File: src/bdh_pkg.sv
`timescale 1ns / 1ps
`default_nettype none

package bdh_pkg;

	// Field widths of one sample and one event
	localparam int IDX_W    = 3;
	localparam int TIME_W   = 32;
	localparam int CFG_W    = 16;
	localparam int CFG_IDX_W = 1;

	localparam int BUTTONS_DEFAULT = 8;
	localparam int INDEX_SPAN      = 2 ** IDX_W;

	localparam logic [CFG_W-1:0] DEBOUNCE_RESET = 16'd50;
	localparam logic [CFG_W-1:0] HOLD_RESET     = 16'd800;

	// Configuration register indexes
	localparam logic [CFG_IDX_W-1:0] CFG_DEBOUNCE = 1'd0;
	localparam logic [CFG_IDX_W-1:0] CFG_HOLD     = 1'd1;

	typedef enum logic [1:0] {
		EV_NONE     = 2'd0,
		EV_PRESSED  = 2'd1,
		EV_RELEASED = 2'd2,
		EV_HELD     = 2'd3
	} event_t;

	typedef struct packed {
		logic [IDX_W-1:0]  button;
		logic              level;
		logic [TIME_W-1:0] stamp;
	} sample_t;

endpackage

`default_nettype wire

File: src/bdh_button_state.sv
`timescale 1ns / 1ps
`default_nettype none

module bdh_button_state #(
	parameter int BUTTONS = bdh_pkg::BUTTONS_DEFAULT
) (
	input  wire logic                          clk,
	input  wire logic                          arst_n,
	input  wire logic                          upd,
	input  wire bdh_pkg::sample_t              sample,
	input  wire logic [bdh_pkg::CFG_W-1:0]     debounce_ms,
	input  wire logic [bdh_pkg::CFG_W-1:0]     hold_ms,
	output bdh_pkg::event_t                    code
);

	// Only as many entries as the index field can reach
	localparam int DEPTH = (BUTTONS < bdh_pkg::INDEX_SPAN) ? BUTTONS : bdh_pkg::INDEX_SPAN;
	localparam int SEL_W = (DEPTH > 1) ? $clog2(DEPTH) : 1;

	logic                        stable_q   [DEPTH];
	logic [bdh_pkg::TIME_W-1:0]  edge_t_q   [DEPTH];
	logic [bdh_pkg::TIME_W-1:0]  start_t_q  [DEPTH];
	logic                        timing_q   [DEPTH];
	logic                        reported_q [DEPTH];

	logic                        in_range;
	logic [SEL_W-1:0]            sel;
	logic [bdh_pkg::TIME_W-1:0]  since_edge;
	logic [bdh_pkg::TIME_W-1:0]  since_press;
	logic                        change;
	logic                        accept_chg;
	logic                        held;

	assign in_range = 32'(sample.button) < BUTTONS;
	assign sel      = in_range ? sample.button[SEL_W-1:0] : '0;

	// Differences wrap modulo 2^32
	assign since_edge  = sample.stamp - edge_t_q[sel];
	assign since_press = sample.stamp - start_t_q[sel];

	assign change     = in_range && (sample.level != stable_q[sel]);
	assign accept_chg = change &&
		(since_edge >= {{(bdh_pkg::TIME_W-bdh_pkg::CFG_W){1'b0}}, debounce_ms});
	assign held = in_range && !change && !stable_q[sel] && timing_q[sel] &&
		!reported_q[sel] &&
		(since_press >= {{(bdh_pkg::TIME_W-bdh_pkg::CFG_W){1'b0}}, hold_ms});

	always_comb begin
		code = bdh_pkg::EV_NONE;
		if (accept_chg) begin
			code = sample.level ? bdh_pkg::EV_RELEASED : bdh_pkg::EV_PRESSED;
		end else if (held) begin
			code = bdh_pkg::EV_HELD;
		end
	end

	always_ff @(posedge clk or negedge arst_n) begin
		if (!arst_n) begin
			for (int i = 0; i < DEPTH; i++) begin
				stable_q[i]   <= 1'b1;
				edge_t_q[i]   <= '0;
				start_t_q[i]  <= '0;
				timing_q[i]   <= 1'b0;
				reported_q[i] <= 1'b0;
			end
		end else if (upd) begin
			if (accept_chg) begin
				stable_q[sel]   <= sample.level;
				edge_t_q[sel]   <= sample.stamp;
				reported_q[sel] <= 1'b0;
				// press starts hold timing, release drops it
				start_t_q[sel]  <= sample.level ? '0 : sample.stamp;
				timing_q[sel]   <= !sample.level;
			end else if (held) begin
				reported_q[sel] <= 1'b1;
			end
		end
	end

endmodule

`default_nettype wire

File: src/button_debounce_hold_detector_unit.sv
`timescale 1ns / 1ps
`default_nettype none

// Debounces up to eight buttons and reports pressed, released and held events.
// Each word in is one pin sample (button, active-low level, ms timestamp); each
// word out is one event for that sample, code none included. One sample is
// taken every cycle unless in_stall is high; the sample register feeds the
// combinational per-button state compare/update, and the event register holds
// the result while the sink stalls. The user writes debounce_ms and hold_ms
// through cfg_we/cfg_index/cfg_wdata only while no samples are in flight; the
// block does not enforce this. Indexes at or above BUTTONS pass as code none.
module button_debounce_hold_detector_unit #(
	parameter int BUTTONS = bdh_pkg::BUTTONS_DEFAULT
) (
	input  wire logic                              clk,
	input  wire logic                              arst_n,

	input  wire logic                              in_valid,
	output logic                                   in_stall,
	input  wire logic [bdh_pkg::IDX_W-1:0]         button_index,
	input  wire logic                              pin_level,
	input  wire logic [bdh_pkg::TIME_W-1:0]        time_ms,

	output logic                                   out_valid,
	input  wire logic                              out_stall,
	output logic [1:0]                             event_code,
	output logic [bdh_pkg::IDX_W-1:0]              event_button,

	input  wire logic                              cfg_we,
	input  wire logic [bdh_pkg::CFG_IDX_W-1:0]     cfg_index,
	input  wire logic [bdh_pkg::CFG_W-1:0]         cfg_wdata
);

	logic [bdh_pkg::CFG_W-1:0]    debounce_q;
	logic [bdh_pkg::CFG_W-1:0]    hold_q;

	logic                         valid_s1;
	bdh_pkg::sample_t             sample_s1;

	logic                         out_valid_q;
	bdh_pkg::event_t              code_q;
	logic [bdh_pkg::IDX_W-1:0]    button_q;

	logic                         advance;
	bdh_pkg::event_t              code;

	always_ff @(posedge clk or negedge arst_n) begin
		if (!arst_n) begin
			debounce_q <= bdh_pkg::DEBOUNCE_RESET;
			hold_q     <= bdh_pkg::HOLD_RESET;
		end else if (cfg_we) begin
			case (cfg_index)
				bdh_pkg::CFG_DEBOUNCE: debounce_q <= cfg_wdata;
				bdh_pkg::CFG_HOLD:     hold_q     <= cfg_wdata;
				default: ;
			endcase
		end
	end

	// Advance the sample into the event register when that register frees up
	assign advance  = !out_valid_q || !out_stall;
	assign in_stall = valid_s1 && !advance;

	always_ff @(posedge clk or negedge arst_n) begin
		if (!arst_n) begin
			valid_s1 <= 1'b0;
		end else if (!in_stall) begin
			valid_s1 <= in_valid;
		end
	end

	always_ff @(posedge clk) begin
		if (!in_stall && in_valid) begin
			sample_s1 <= '{button: button_index, level: pin_level, stamp: time_ms};
		end
	end

	bdh_button_state #(
		.BUTTONS (BUTTONS)
	) u_state (
		.clk         (clk),
		.arst_n      (arst_n),
		.upd         (valid_s1 && advance),
		.sample      (sample_s1),
		.debounce_ms (debounce_q),
		.hold_ms     (hold_q),
		.code        (code)
	);

	always_ff @(posedge clk or negedge arst_n) begin
		if (!arst_n) begin
			out_valid_q <= 1'b0;
		end else if (advance) begin
			out_valid_q <= valid_s1;
		end
	end

	always_ff @(posedge clk) begin
		if (advance && valid_s1) begin
			code_q   <= code;
			button_q <= sample_s1.button;
		end
	end

	assign out_valid    = out_valid_q;
	assign event_code   = code_q;
	assign event_button = button_q;

	a_stall_only_when_full: assert property (@(posedge clk) disable iff (!arst_n)
		in_stall |-> (out_valid_q && out_stall))
		else $error("input stalled while event register can drain");

	a_sample_reaches_output: assert property (@(posedge clk) disable iff (!arst_n)
		(valid_s1 && advance) |=> out_valid_q)
		else $error("sample dropped between stages");

	a_event_in_range: assert property (@(posedge clk) disable iff (!arst_n)
		(out_valid_q && (code_q != bdh_pkg::EV_NONE)) |-> (32'(button_q) < BUTTONS))
		else $error("event reported for a button beyond range");

endmodule

`default_nettype wire
File: config.mk
export PLATFORM = sky130hd
export DESIGN_NAME = button_debounce_hold_detector_unit
export DESIGN_NICKNAME = d
export VERILOG_FILES = /design/src/bdh_pkg.sv /design/src/bdh_button_state.sv /design/src/button_debounce_hold_detector_unit.sv
export SDC_FILE = /design/constraint.sdc
export NUM_CORES = 1
export LEC_CHECK = 0
export ABC_AREA = 0
export BUFFER_PORTS_ARGS = -buffer_cell sky130_fd_sc_hd__buf_2
export CAP_MARGIN = 10
export CORE_UTILIZATION = 65
export CTS_CLUSTER_DIAMETER = 50
export DETAILED_ROUTE_END_ITERATION = 7
export PLACE_DENSITY = 0.88
export SYNTH_ARGS = -nofsm -noshare
export SYNTH_HDL_FRONTEND = slang
export SYNTH_SLANG_ARGS = --single-unit
export TNS_END_PERCENT = 30
File: constraint.sdc
create_clock -name clk -period 20.2 [get_ports clk]
set_input_delay 2.02 -clock clk [delete_from_list [all_inputs] [get_ports clk]]
set_output_delay 2.02 -clock clk [all_outputs]
set_load 0.03 [all_outputs]
==> results by group <==
Worst setup path
  • Critical path's largest stage delay: 960 ps
  • Crit-path cells: buf_4, and3_2, buf_4, a22oi_1, and4_1, ha_1, and2_1, o211ai_1, a211oi_1, o21ai_0, and2_1, xnor2_1, ha_1, nand4_1, nor4_1, a221oi_1, o2111ai_1, a2111oi_0, and4b_1, nor3b_4, buf_4, mux2_2
  • CP Class: reg -> reg
  • Crit-path slowest cell: nor3b_4
  • Most frequent CP cell: buf_4
  • Worst Setup End Kind: register
  • Worst setup SP type: register
  • Required @ worst endpoint: 20670 ps
  • CP max FO: 51
  • Critical path data arrival time: 9390 ps
  • FF-to-FF path depth: 22

Layout
  • Final #Nets: about 2700
  • Number of diodes: 0
  • Fin area: 0.0337 mm²
  • P&R area growth vs syn: 9.43%
  • Layout cells sized above 1: 0.223
  • Fill count: 3009

Outcome
  • Outcome: finished, violations left
  • Failing checks: DRC

Placed design
  • HPWL after detailed placement: 55.4 mm
  • Number of port buffers: 64
  • Placed cell area: about 0.031 mm²
  • Global placement routability congestion: 0.951

Route
  • Starting DRC count in detailed routing: 2502
  • Antenna Nets Post-Route: 0
  • Vias per cell: 7.08
  • Wirelength per Cell: 28.1 µm
  • Routed wire length: roughly 90 mm
  • Vias: 22500
  • # DRC: 8
  • DR pass1 iterations: 8

Global routing
  • Initial antenna violation count: 4
  • Grt total ovfl: 0
  • First-pass GRT wire length: 138 mm
  • M2 GR Usage: 0.592
  • Number of global-route vias before repair: 23400
  • Met1 GRT Util: 0.496
  • Largest net degree at the start of global routing: 178
  • GRT busiest layer: met2
  • Met3 global-route usage: 0.0900
  • Total Routing Usage GR: 0.380

Synth
  • Top cells by area, synth: dfrtp_1, mux2_2, mux2_1
  • Seq/Total Area, Yosys: 0.503
  • Avg Cell Area, Syn: between 10 and 15 µm²
  • Post-synth top area share: 0.451
  • Synth warn: 0
  • Synth Cell Area: between 0.03 and 0.04 mm²
  • Leading area contributor after synthesis: dfrtp_1
  • Post-Syn Instances: 2502
  • Ys async rst share: 0.933
  • Synth cell types: 74
  • Dominant register cell in the synthesized netlist: dfrtp_1
  • Seq cells post-synth: 611
  • Post-Syn Nets: 2661
  • EDFF count, synth: 41

Clock tree
  • Post_cts resized: 0
  • TritonCTS clock tree: built
  • H-tree Lvls: 3
  • Clock Pin Slew Worst Setup and Hold Paths: ~60 ps
  • Number of clock sinks: 611
  • Clk_lat worst skew: 620 ps
  • Number of CTS-inserted buffers: 69
  • CTS Root Cell: clkbuf_16
  • Clock buffer depth: 3
  • # Post-CTS Setup Buffers: 0
  • CTS Hold Buffers Added: 0

Floorplanning
  • Num rows: around 80
  • Die area: 0.0483 mm²
  • Die Y: 220 µm
  • Initial core utilization: 0.661
  • Die width: 220 µm
  • Io pins: 65
  • Core area: 0.0467 mm²

Timing
  • Fin. Hold Viols: 0
  • Slew @ Worst Pin: 1300 ps
  • Slew Viols, Final: 0
  • RSZ-0062 raised after global routing: false
  • Final period util: 0.442
  • Setup-failing EPs final: 0
  • Min Clock Period, post-route: a little under 9000 ps
  • Slew headroom: 0.133
  • Post-Route Skew: 34.4 ps
  • F_max: 112 MHz
  • Setup TNS: 0 ps

Min path
  • Hold path depth: 1
  • Type of the tightest min-delay check: reg -> reg

Power
  • P_leak: about 15 nW
  • Total power: 4.67 mW
  • Maximum VDD drop: 107 µV
  • Pwr/cell area: 138 mW/mm²

Job
  • Max Cap Violations: 0
[power by group]
part           switching, mW  internal [mW]  total (mW)
combinational          0.779          0.665        1.44
clock                  0.518          0.734        1.25
sequential             0.276           1.69        1.97
[state kept, by name, indices dropped and copies added (netlist names), 2 cells and up, named ones only]
name,cells
u_state.stable_q,8
event_button,3
u_state.start_t_q,256
debounce_q,16
event_code,2
hold_q,16
u_state.edge_t_q,256
u_state.timing_q,8
sample_s1,36
[metal layers]
| layer | share of wire | vias to the layer above |
|---|---|---|
| met2 | 0.46 | 1280 |
| met5 | 0.00031 | - |
| met3 | 0.089 | 354 |
| li1 | - | 9409 |
| met4 | 0.050 | 6 |
| met1 | 0.40 | 11500 |
[cells in the mapped netlist (11+ instances only)]
cell type  instances
dfrtp_1          556
mux2_2           322
mux2_1           235
a22oi_1          139
nand2_1          111
ha_1              99
a21oi_1           92
clkbuf_1          80
nor2_1            79
o21ai_0           74
inv_1             62
a221oi_1          47
mux2i_1           44
nor2b_1           42
edfxtp_1          41
buf_6             32
and3_1            30
nand4_1           28
a22o_1            27
buf_2             26
and4_1            22
nand3_1           22
xnor2_1           20
a21o_1            16
nor3_1            16
nand2b_1          15
o22ai_1           15
dfstp_2           14
o211ai_1          14
xor2_1            14
a211oi_1          12
buf_1             12
o21a_1            12
nor4_1            11
[layout by cell type, fill, tap and decap left out, types with 6 or more instances in the layout]
cell | netlist | final
dfrtp_1 | 556 | 556
ha_1 | 99 | 99
nor3b_4 | 0 | 6
nand2_1 | 111 | 111
xor2_1 | 14 | 14
a221oi_1 | 47 | 47
and2_1 | 9 | 8
nand4_1 | 28 | 28
nor2_1 | 79 | 77
a31oi_1 | 7 | 7
a22oi_1 | 139 | 139
buf_4 | 1 | 39
clkinv_2 | 0 | 7
a21oi_1 | 92 | 92
edfxtp_1 | 41 | 41
nor2b_1 | 42 | 42
o22ai_1 | 15 | 15
buf_2 | 26 | 63
a211oi_1 | 12 | 12
xnor2_1 | 20 | 20
a22o_1 | 27 | 27
o221ai_1 | 7 | 7
o211ai_1 | 14 | 14
nand2b_1 | 15 | 15
nor3_1 | 16 | 15
dfstp_2 | 14 | 14
clkbuf_16 | 0 | 71
and4_1 | 22 | 22
o21a_1 | 12 | 12
clkbuf_1 | 80 | 17
clkbuf_8 | 0 | 8
nand3_1 | 22 | 22
o21ai_0 | 74 | 74
mux2_1 | 235 | 235
a21o_1 | 16 | 16
mux2i_1 | 44 | 44
and3_1 | 30 | 29
mux2_2 | 322 | 322
nor4_1 | 11 | 11
inv_1 | 62 | 62
[stage by stage]
stage	setup WS (ps)	std cells	hold WS, ps	util
floorplan	13850	2502	421	-
global placement	11900	3061	438	0.674
detailed placement	11480	3061	474	0.674
CTS	11390	3184	482	0.723
global route	10870	3185	487	0.723
finish	11280	3185	485	0.723
[cell type report]
type	instances	area [µm²]	share of cell area
Inverter	63	236	0.00701
Clock buffer	96	1950	0.0578
Tap cell	607	759	0.0225
Multi-Input combinational cell	1676	14300	0.424
Timing Repair Buffer	105	663	0.0197
Sequential cell	611	15500	0.460
Clock inverter	27	303	0.00898
[cells by family (layout without fill, tap and decap cells)]
family / Yosys count / in the layout / synth area share
AO/OA/AOI/OAI: 517 / 517 / 0.118
XOR/XNOR: 34 / 34 / 0.00966
adder cells (fa/ha/maj): 101 / 101 / 0.0415
buffers and inverters: 215 / 291 / 0.0352
flip-flops: 611 / 611 / 0.503
multiplexers: 605 / 605 / 0.221
AND/OR/NAND/NOR: 419 / 419 / 0.0723
[worst max-delay path: cells and delay by family (launching register included)]
kind	cells	cell delay [ps]
flops	1	370
simple gates	8	3470
buf+inv	3	2100
xor+xnor	1	140
fa+ha+maj	2	610
mux	1	430
compound gates	7	1480
[final timing paths]
| path | startpoint | endpoint | slack (ps) |
|---|---|---|---|
| min reg2reg | u_state.start_t_q[173] | u_state.start_t_q[173] | 480 |
| min | u_state.start_t_q[173] | u_state.start_t_q[173] | 480 |
| max reg2reg | sample_s1[35] | u_state.edge_t_q[197] | 11280 |
| max in group asynchronous | arst_n | u_state.start_t_q[166] | 15510 |
| max | sample_s1[35] | u_state.edge_t_q[197] | 11280 |
| min in group asynchronous | arst_n | u_state.edge_t_q[39] | 1480 |
No activity file was read; power rests on OpenSTA's default activity.
